[src/rtl/ism_pkg.sv]
// ----------------------------------------------------------------------------
// ism_pkg
// shared types and constants for the ising metropolis spin update block
// ----------------------------------------------------------------------------
package ism_pkg;

  // fixed field widths of the item and config interfaces
  localparam int COORD_W    = 6;
  localparam int COORD_SPAN = 1 << COORD_W;
  localparam int DRAW_W     = 16;
  localparam int CFG_W      = 16;
  localparam int BOND_W     = 4;
  localparam int DE_W       = 5;
  localparam int ENERGY_W   = 15;
  localparam int MAG_W      = 14;

  // operation codes, code 3 behaves as a query
  typedef enum logic [1:0] {
    OP_WRITE = 2'd0,
    OP_FLIP  = 2'd1,
    OP_QUERY = 2'd2
  } op_t;

  // config register indexes
  localparam logic REG_PROB_FOUR  = 1'b0;
  localparam logic REG_PROB_EIGHT = 1'b1;

  // energy changes that need a random draw
  localparam logic signed [DE_W-1:0] DE_FOUR  = 5'sd4;
  localparam logic signed [DE_W-1:0] DE_EIGHT = 5'sd8;

  typedef enum logic [1:0] {
    ST_CLEAR,
    ST_RUN,
    ST_EXEC
  } state_t;

  // evaluation result of one site
  typedef struct packed {
    logic                     accepted;
    logic                     flip;
    logic                     new_spin;
    logic signed [BOND_W-1:0] bond;
    logic signed [DE_W-1:0]   de;
  } eval_t;

endpackage

[src/rtl/ism_ram.sv]
// ----------------------------------------------------------------------------
// ism_ram
// generic synchronous ram, one write port, registered read ports
// ----------------------------------------------------------------------------
module ism_ram import ism_pkg::*; #(
  parameter int WIDTH    = 64,
  parameter int DEPTH    = 64,
  parameter int RD_PORTS = 1
) (
  input  logic                                  clk,
  input  logic                                  wr_en,
  input  logic [$clog2(DEPTH)-1:0]              wr_addr,
  input  logic [WIDTH-1:0]                      wr_data,
  input  logic                                  rd_en,
  input  logic [RD_PORTS-1:0][$clog2(DEPTH)-1:0] rd_addr,
  output logic [RD_PORTS-1:0][WIDTH-1:0]        rd_data
);

  logic [WIDTH-1:0] mem [DEPTH];

  always_ff @(posedge clk) begin
    if (wr_en) begin
      mem[wr_addr] <= wr_data;
    end
  end

  // all read ports share one registered block
  always_ff @(posedge clk) begin
    if (rd_en) begin
      for (int p = 0; p < RD_PORTS; p++) begin
        rd_data[p] <= mem[rd_addr[p]];
      end
    end
  end

endmodule

[config.mk]
export PLATFORM = sky130hd
export DESIGN_NAME = ism_ram
export DESIGN_NICKNAME = d
export VERILOG_FILES = /design/src/rtl/ism_pkg.sv /design/src/rtl/ism_ram.sv
export SDC_FILE = /design/constraint.sdc
export NUM_CORES = 2
export LEC_CHECK = 0
export BUFFER_PORTS_ARGS = -buffer_cell sky130_fd_sc_hd__buf_2
export CORE_MARGIN = 4
export CORE_UTILIZATION = 35
export CTS_BUF_LIST = sky130_fd_sc_hd__clkbuf_2
export DETAILED_ROUTE_END_ITERATION = 6
export GPL_TIMING_DRIVEN = 0
export PLACE_DENSITY = 0.53
export SYNTH_ARGS = -nofsm -noshare
export SYNTH_HDL_FRONTEND = slang
export SYNTH_SLANG_ARGS = --single-unit
[constraint.sdc]
create_clock -name clk -period 7.29 [get_ports clk]
set_input_delay 0.729 -clock clk [delete_from_list [all_inputs] [get_ports clk]]
set_output_delay 0.729 -clock clk [all_outputs]
set_load 0.01 [all_outputs]
==> out/metrics.yaml <==
timing:
  drv_slew: 4
  finalCriticalPeriod_ns: 4.27
  rsz0062_at_grt: "false"
  finalHoldViolCount: 0
  setup_slack_ns: 3.02
  fin_crit_sh: 0.586
  fmax_mhz: 234
  maxSlewHeadroom: -0.0853
  tightestPinTransition_ns: 1.62
  worst_clock_skew_ns: 0.206
  setup_viol: 0
synth:
  ys_dominant_reg_cell: "edfxtp_1"
  synthArstFlopShare: 0
  syn_nets: 6677
  synth_edf_count: 4160
  syn_avg_cell_area_um2: 23.8
  syn_area_um2: 157000
  syn_inst: 6598
  synth_warnings: 0
  ys_types: 32
  synth_seq_area_share: 0.796
  ys_ff_latch: 4160
power:
  power_frac_comb: 0.064
  clockPowerShare: 0.340
  p_int_uw: 33500
  ir_worst_vdd_mv: 0.143
  netSwitchingPower_uw: 11000
  p_per_area_nw_per_um2: 243
  pwr-share-seq: 0.595
  power_uw: 44600
  p_sw_frac: 0.247
  leakagePower_uw: 0.0588
placement:
  dp_hpwl_mm: 310
  numPortBuffers: 134
  post-place-ws_ns: 1.73
  globalplace.congestion: 0.811
cts:
  cts.reportedPaths.clkPinSlew_ns: 0.09
  cts.sinks: 4160
  cts_tree: "yes"
  root_buffer: "clkbuf_2"
  clock_latency_ns: 2.25
  ctsResizeCount: 0
  cts_buffers: 1101
  ctsHtreeMaxLevel: 7
  cts_max_path_buffers: 5
worst_setup_path:
  worstPathRequired_ns: 9.04
  endpoint_kind: "flip-flop"
  crit_path_max_fanout: 22
  arrival_ns: 6.02
  r2r_end: "rd_data[6]"
  critical_path_class: "in2reg"
  r2r-start: "mem[11][6]"
  reg2reg_depth: 6
  startpoint: "wr_addr[4]"
  critPathCapture: "mem[55][35]"
  startpoint_type: "input pin"
  rrSetupSlack_ns: 3.99
worst_hold_path:
  hold_depth: 7
  hold_path.class: "in2reg"
drt:
  post_drt_wl_per_cell_um: 31.2
  vias: 80462
  drcViolationCount: 6
  dr.pass1.iters: 7
  drtAntennaViolNets: 0
  dr.first_iter.drc_count: 9503
  vias_per_cell: 5.39
  routed_wl_mm: 466
grt:
  grt_pass1_wl_mm: 647
  grt_pass1_vias: 84961
  grt-ovfl-total: 0
  track_usage: 0.202
  antenna_found_initial: 46
  use_met3: 0.0456
  grt_start_max_net_pins: 65
  globalRouteMet1Util: 0.266
  grt.busiest_layer: "met2"
  grt_use_met2: 0.325
floorplan:
  die_area_um2: 459000
  num_rows: 245
  die_w_um: 678
  start_util: 0.352
  fp.coreArea_um2: 446000
  die-height_um: 678
  ios: 143
cells_and_area:
  most-common-layout-cells: "edfxtp_1, clkbuf_2, mux4_2"
  fillCellCount: 39501
  final_common_cell: "edfxtp_1"
  final_layout_size_suffix_gt1_frac: 0.371
  area_delta_synth_final_pct: 16.6
  final_util: 0.410
  finalNetCount: 8422
status:
  violations: "DRC, capacitance limit, slew limit"
  outcome: "complete, but fails checks"
run:
  maxCapViolCount: 2
## metal layers
metal | routed length (um) | vias up
met1 | 187000 | 43299
met5 | 67 | -
met4 | 17000 | 10
li1 | - | 32648
met2 | 227000 | 3756
met3 | 35700 | 749
## power groups by stage
stage                     clock [uW]  combinational [uW]  sequential (uW)
final                          15200                2870            26500
after global routing           16900                3010            26600
after CTS                      15600                2900            26500
after detailed placement           0                2670            27100
after global placement             0                2560            27100
after floorplan                    0                1230            27100
## metrics by stage
| stage | cells | setup TNS (ns) | instance area, um^2 | hold WS [ns] |
|---|---|---|---|---|
| after floorplan | 6598 | 0 | 157000 | 0.828 |
| after global placement | 12660 | -6445.54 | 165000 | 0.974 |
| after detailed placement | 12883 | 0 | 170000 | 0.946 |
| after CTS | 14905 | 0 | 183000 | 0.00268 |
| after global routing | 14915 | 0 | 183000 | 0.0721 |
| final | 14926 | 0 | 183000 | 0.307 |
## cells by family after synthesis
group	after synthesis	share of synthesized area
flip-flops	4160	0.796
multiplexers	1159	0.156
AO/OA/AOI/OAI	504	0.0247
buffers and inverters	389	0.0118
AND/OR/NAND/NOR	386	0.0123
## cell usage after synthesis, drive strengths merged, types with 2 or more instances
cell type | number | area (um^2)
a2bb2oi | 19 | 166
or3 | 29 | 181
a211oi | 63 | 473
nand2b | 11 | 68.8
and2 | 3 | 18.8
a31oi | 18 | 113
nand2 | 58 | 218
a22oi | 168 | 1260
mux4 | 1024 | 23100
o221ai | 38 | 333
nand3b | 2 | 15.0
buf | 230 | 1250
nand4 | 2 | 12.5
and3 | 64 | 400
clkbuf | 140 | 526
edfxtp | 4160 | 125000
a22o | 88 | 771
nand3 | 45 | 225
mux2i | 135 | 1350
a41oi | 26 | 228
or2 | 28 | 175
nor2 | 112 | 420
nor3 | 2 | 10.0
nor2b | 28 | 175
inv | 19 | 71.3
o22ai | 83 | 519
## how the worst min path moves through the flow
stage                      from          end  slack [ns]
floorplan            wr_data[0]    mem[0][0]        0.83
global placement    mem[60][46]  rd_data[46]        0.97
detailed placement  mem[63][46]  rd_data[46]        0.95
CTS                  rd_addr[1]  rd_data[17]       0.003
global route         rd_addr[1]  rd_data[21]        0.07
finish               rd_addr[1]  rd_data[17]        0.31
## critical path, cell delays in order
cell and delay, ns:
dlygate4sd3_1 0.52, buf_2 0.20, dlygate4sd3_1 0.71, nor2b_1 0.25, nand4_1 0.11, dlygate4sd3_1 0.61, dlygate4sd3_1 0.70, nor2_4 0.14
dlygate4sd3_1 1.09, buf_16 0.25, buf_16 0.17, buf_12 0.20, buf_12 0.22
## timing repair
action                                  in CTS  in global routing
endpoints found under the hold margin     7338                  0
buffers inserted                             0                  0
endpoints found under the setup margin       0                  0
hold buffers                               285                  0
## cell type report
cell class	count	area, um^2	share of cell area
multi-input cells	2049	30700	0.168
repair buffers	642	9230	0.0504
plain buffers	370	1780	0.00974
clock buffers	1512	7570	0.0413
inverters	19	71.3	0.000390
flip-flops and latches	4160	125000	0.682
diodes	21	52.6	0.000287
clock inverters	225	1280	0.00701
well taps	5928	7420	0.0405
## sequential cells by signal, summed over array words and instances, names as in the netlist
| signal | cells |
|---|---|
| rd_data | 64 |
| mem | 4096 |
No activity file was read; power rests on OpenSTA's default activity.
