## src/rtl/ism_pkg.sv

```systemverilog
// ----------------------------------------------------------------------------
// ism_pkg
// shared types and constants for the ising metropolis spin update block
// ----------------------------------------------------------------------------
package ism_pkg;

  // fixed field widths of the item and config interfaces
  localparam int COORD_W    = 6;
  localparam int COORD_SPAN = 1 << COORD_W;
  localparam int DRAW_W     = 16;
  localparam int CFG_W      = 16;
  localparam int BOND_W     = 4;
  localparam int DE_W       = 5;
  localparam int ENERGY_W   = 15;
  localparam int MAG_W      = 14;

  // operation codes, code 3 behaves as a query
  typedef enum logic [1:0] {
    OP_WRITE = 2'd0,
    OP_FLIP  = 2'd1,
    OP_QUERY = 2'd2
  } op_t;

  // config register indexes
  localparam logic REG_PROB_FOUR  = 1'b0;
  localparam logic REG_PROB_EIGHT = 1'b1;

  // energy changes that need a random draw
  localparam logic signed [DE_W-1:0] DE_FOUR  = 5'sd4;
  localparam logic signed [DE_W-1:0] DE_EIGHT = 5'sd8;

  typedef enum logic [1:0] {
    ST_CLEAR,
    ST_RUN,
    ST_EXEC
  } state_t;

  // evaluation result of one site
  typedef struct packed {
    logic                     accepted;
    logic                     flip;
    logic                     new_spin;
    logic signed [BOND_W-1:0] bond;
    logic signed [DE_W-1:0]   de;
  } eval_t;

endpackage

```

## src/rtl/ism_site_eval.sv

```systemverilog
// ----------------------------------------------------------------------------
// ism_site_eval
// bond energy, metropolis acceptance and updated row for one site
// ----------------------------------------------------------------------------
module ism_site_eval import ism_pkg::*; #(
  parameter int SIDE      = 64,
  parameter int PROB_BITS = 16
) (
  input  logic [SIDE-1:0]          up_row,
  input  logic [SIDE-1:0]          dn_row,
  input  logic [SIDE-1:0]          ctr_row,
  input  logic [$clog2(SIDE)-1:0]  col,
  input  logic [$clog2(SIDE)-1:0]  col_lf,
  input  logic [$clog2(SIDE)-1:0]  col_rt,
  input  op_t                      op,
  input  logic                     spin_value,
  input  logic [DRAW_W-1:0]        draw,
  input  logic [CFG_W-1:0]         prob_four,
  input  logic [CFG_W-1:0]         prob_eight,
  output eval_t                    res,
  output logic [SIDE-1:0]          new_row
);

  localparam int PW = (PROB_BITS < DRAW_W) ? PROB_BITS : DRAW_W;

  logic                   s;
  logic [2:0]             n_up;
  logic signed [DE_W-1:0] nsum;
  logic signed [DE_W-1:0] bond5;
  logic signed [DE_W-1:0] de;
  logic                   acc;
  logic                   flip;

  always_comb begin
    s     = ctr_row[col];
    n_up  = 3'(up_row[col]) + 3'(dn_row[col]) + 3'(ctr_row[col_lf]) + 3'(ctr_row[col_rt]);
    // neighbour sum is 2*n_up - 4
    nsum  = $signed({1'b0, n_up, 1'b0}) - 5'sd4;
    bond5 = s ? -nsum : nsum;
    de    = -(bond5 <<< 1);

    if (de <= 0) begin
      acc = 1'b1;
    end else if (de == DE_FOUR) begin
      acc = draw[PW-1:0] < prob_four[PW-1:0];
    end else if (de == DE_EIGHT) begin
      acc = draw[PW-1:0] < prob_eight[PW-1:0];
    end else begin
      acc = 1'b0;
    end

    case (op)
      OP_WRITE: flip = (s != spin_value);
      OP_FLIP:  flip = acc;
      default:  flip = 1'b0;
    endcase

    res.accepted = (op == OP_FLIP) && acc;
    res.flip     = flip;
    res.new_spin = s ^ flip;
    res.bond     = bond5[BOND_W-1:0];
    res.de       = de;

    new_row      = ctr_row;
    new_row[col] = s ^ flip;
  end

endmodule

```

## config.mk

```make
export PLATFORM = sky130hd
export DESIGN_NAME = ism_site_eval
export DESIGN_NICKNAME = d
export VERILOG_FILES = /design/src/rtl/ism_pkg.sv /design/src/rtl/ism_site_eval.sv
export SDC_FILE = /design/constraint.sdc
export NUM_CORES = 1
export LEC_CHECK = 0
export BUFFER_PORTS_ARGS = -buffer_cell sky130_fd_sc_hd__buf_2
export CAP_MARGIN = 20
export CORE_AREA = 3 3 129 131
export DETAILED_ROUTE_END_ITERATION = 12
export DIE_AREA = 0 0 132 134
export PLACE_DENSITY_LB_ADDON = 0.15
export REMOVE_ABC_BUFFERS = 1
export SLEW_MARGIN = 0
export SYNTH_ARGS = -nofsm -noshare
export SYNTH_HDL_FRONTEND = slang
export SYNTH_SLANG_ARGS = --single-unit
```

## constraint.sdc

```tcl
create_clock -name vclk -period 8.63
set_input_delay 0.863 -clock vclk [all_inputs]
set_output_delay 0.863 -clock vclk [all_outputs]
set_load 0.02 [all_outputs]
```

==> metrics.md <==
| Metric | Value |
|---|---|
| Final Setup Violations | 0 |
| Seq_cells | 0 |
| CP endpoint kind | primary output |
| Fin util | a little over two fifths |
| Crit Path Category | in2out |
| # clk buffers | 0 |
| Family with the most delay on the worst path | buffers and inverters |
| Grt total ovfl | 0 |
| RSZ-0062 raised after global routing | false |
| Final std cells w/o fill | 1098 |
| Layout net count | about 1200 |
| RePlAce Congestion | around 0.88 |
| Hold WS | 2140 ps |
| DRC Markers | 0 |
| Detailed Routing Iterations Pass 1 | 5 |
| Measured slew at the worst slew-check pin | 768 ps |
| Crit-path cells | buf_2 > inv_1 > nor2_2 > buf_4 > a22o_1 > a221oi_1 > a31oi_1 > a21oi_1 > nand4_1 > fa_1 > ha_1 > inv_1 > fa_1 > nor2_1 > a21oi_1 > ha_1 > a2111oi_0 > o21ai_0 > a211o_1 > and4_1 > o31ai_4 > buf_4 > a41oi_2 > buf_2 |
| CP max-delay cell | fa_1 |
| I/O Buffers | between 300 and 400 |
| CP max FO | 41 |
| DPL Wire Length | approximately 20 mm |
| Post-CTS Setup Inserts | 0 |
| Arrival time worst endpoint | slightly below 7000 ps |
| Peak supply drop | between 0.00006 and 0.00007 V |
| Status | completed |
| Maxcap violations | 0 |
| HP Class | in2out |
| Area Growth Syn to Fin | 36.1% |
| Io pins | about 340 |
| WP data required | slightly below 8000 ps |
| FP Rows | 46 |
| Pint | around 0.00024 W |
| Netlist Area Pre-Place | ~0.005 mm² |
| First-pass GRT wire length | approximately 36 mm |
| Post-synthesis sequential area ratio | 0% |
| Vias in the first global route | ~6200 |
| Sw frac | 60.7% |
| Fin. Hold Viols | 0 |
| CTS Hold Bufs | 0 |
| Combinational Power Share | 100.0% |
| Worst path max stage delay | 480 ps |
| Rel. slew slack | 48.8% |
| Fmax | between 100 and 150 MHz |
| Area after DPL | about 0.0067 mm² |
| Post-DRT Antenna Nets | 0 |
| Die X-Extent | between 100 and 150 µm |
| Total die area | 0.0177 mm² |
| Die height | around 130 µm |
| GR Util All Layers | between 20% and 30% |
| Via density | roughly 5.9 |
| P_leak | 2.98 nW |
| Initial Utilization | a little under a third |
| WL per Instance | 22.1 µm |
| Core Area | roughly 0.016 mm² |
| Initial antenna violation count | 1 |
| Fill cells | 1687 |
| NetSw | 0.000370 W |
| Final Cycle Share | ~90% |
| WP buf/inv | 6 |
| Sequential Power Share | 0% |
| Clk pwr share | 0% |
| Via Count | 6456 |
| Synthesized instance count | approximately 600 |
| Crit start category | input port |
| Largest net degree at the start of global routing | 42 |
| Synth Warn # | 0 |
| Synth unique cells | 61 |
| Starting DRC count in detailed routing | roughly 490 |
| P per Cell Area | about 91 mW/mm² |
| Placed insts | roughly 1100 |
| FF+latch area | 0 µm² |
| CTS resizes | 0 |
| Post-synthesis average cell area | 8.26 µm² |
| Min Tclk post-route | 7800 ps |
| Final Slew Violations | 0 |
| WL final | between 20 and 25 mm |
| Fin area | between 0.006 and 0.007 mm² |
| Proportion of layout cells with a drive suffix above 1 | roughly half |
[final cells by class]
| cell class | count | area, µm² | area share (%) |
|---|---|---|---|
| Multi-Input combinational cell | 487 | 4440 | 66.3 |
| Timing Repair Buffer | 353 | 1830 | 27.3 |
| Tap cell | 216 | 270 | 4.04 |
| Inverter | 41 | 154 | 2.30 |
| Antenna cell | 1 | 2.50 | 0.0374 |
[placed cells by master, fill, tap and decap left out, drive strengths merged, types with 7 or more instances in the layout]
| master | instances |
|---|---|
| ha | 36 |
| o21ai | 7 |
| a221oi | 8 |
| mux2i | 7 |
| buf | 353 |
| mux4 | 47 |
| a22o | 8 |
| nand2 | 15 |
| inv | 41 |
| nand4 | 12 |
| a21oi | 59 |
| a22oi | 53 |
| nor2 | 60 |
| a41oi | 44 |
| a31oi | 30 |
| o221ai | 7 |
| nand3 | 8 |
[synth_stat cells (3+ instances only)]
cell	number	area [µm²]
a21o_1	5	37.5
buf_4	11	82.6
or3b_2	4	35.0
a41oi_2	26	423
mux2_2	6	67.6
inv_1	40	150
a211o_1	3	26.3
nand3b_1	4	30.0
or2_2	3	18.8
and2_1	3	18.8
buf_1	3	11.3
ha_1	36	450
mux2i_1	6	60.1
o211ai_1	3	22.5
a211oi_1	3	22.5
nor3_1	4	20.0
a22oi_1	53	398
nor2_1	60	225
o22ai_1	3	18.8
a21oi_1	59	295
o31ai_1	3	22.5
a41oi_1	18	158
nand2b_1	4	25.0
nand2_1	15	56.3
o21ai_0	6	30.0
nand4_1	12	75.1
clkbuf_1	36	135
o221ai_1	6	52.6
or3_1	6	37.5
nor3b_1	3	22.5
buf_2	13	65.1
a31oi_1	30	188
mux4_2	47	1060
nand3_1	8	40.0
a221oi_1	8	70.1
nor2b_1	3	18.8
a22o_1	8	70.1
[power groups by stage]
| stage | sequential (W) | clock [W] | combinational (W) |
|---|---|---|---|
| floorplan | 0 | 0 | 0.000372 |
| global placement | 0 | 0 | 0.000609 |
| detailed placement | 0 | 0 | 0.000609 |
| CTS | 0 | 0 | 0.000611 |
| global route | 0 | 0.0000000000155 | 0.000670 |
| finish | 0 | 0.0000000000155 | 0.000609 |
[metrics by stage]
stage	setup TNS (ps)	total power, W	setup WS (ps)
finish	0	0.000609	831
floorplan	-259790	0.000372	-4180
global route	0	0.000670	255
detailed placement	0	0.000609	856
global placement	0	0.000609	918
CTS	0	0.000611	845
[routing by layer]
metal | wire (µm) | vias up | global-route usage (%)
met5 | 0 | - | 0
met4 | 309 | 0 | 3.33
met3 | 1820 | 22 | 3.49
met2 | 11600 | 298 | 42.4
met1 | 10600 | 3138 | 36.2
li1 | - | 2998 | -
[logic make-up after synthesis]
group	share of synthesized area, %
AOI/OAI and AO/OA	40.0
and+or+nand+nor	14.4
other	0.0763
muxes	24.4
adders and majority gates	9.97
buffers and inverters	11.0
xor gates and xnor gates	0.178
[worst paths after layout]
check,start,to,slack [ps],depth (start not counted)
worst max-delay path,col[0],new_row[33],830,24
worst min-delay path,ctr_row[57],new_row[57],2140,4
(Power assumes the default switching activity.)
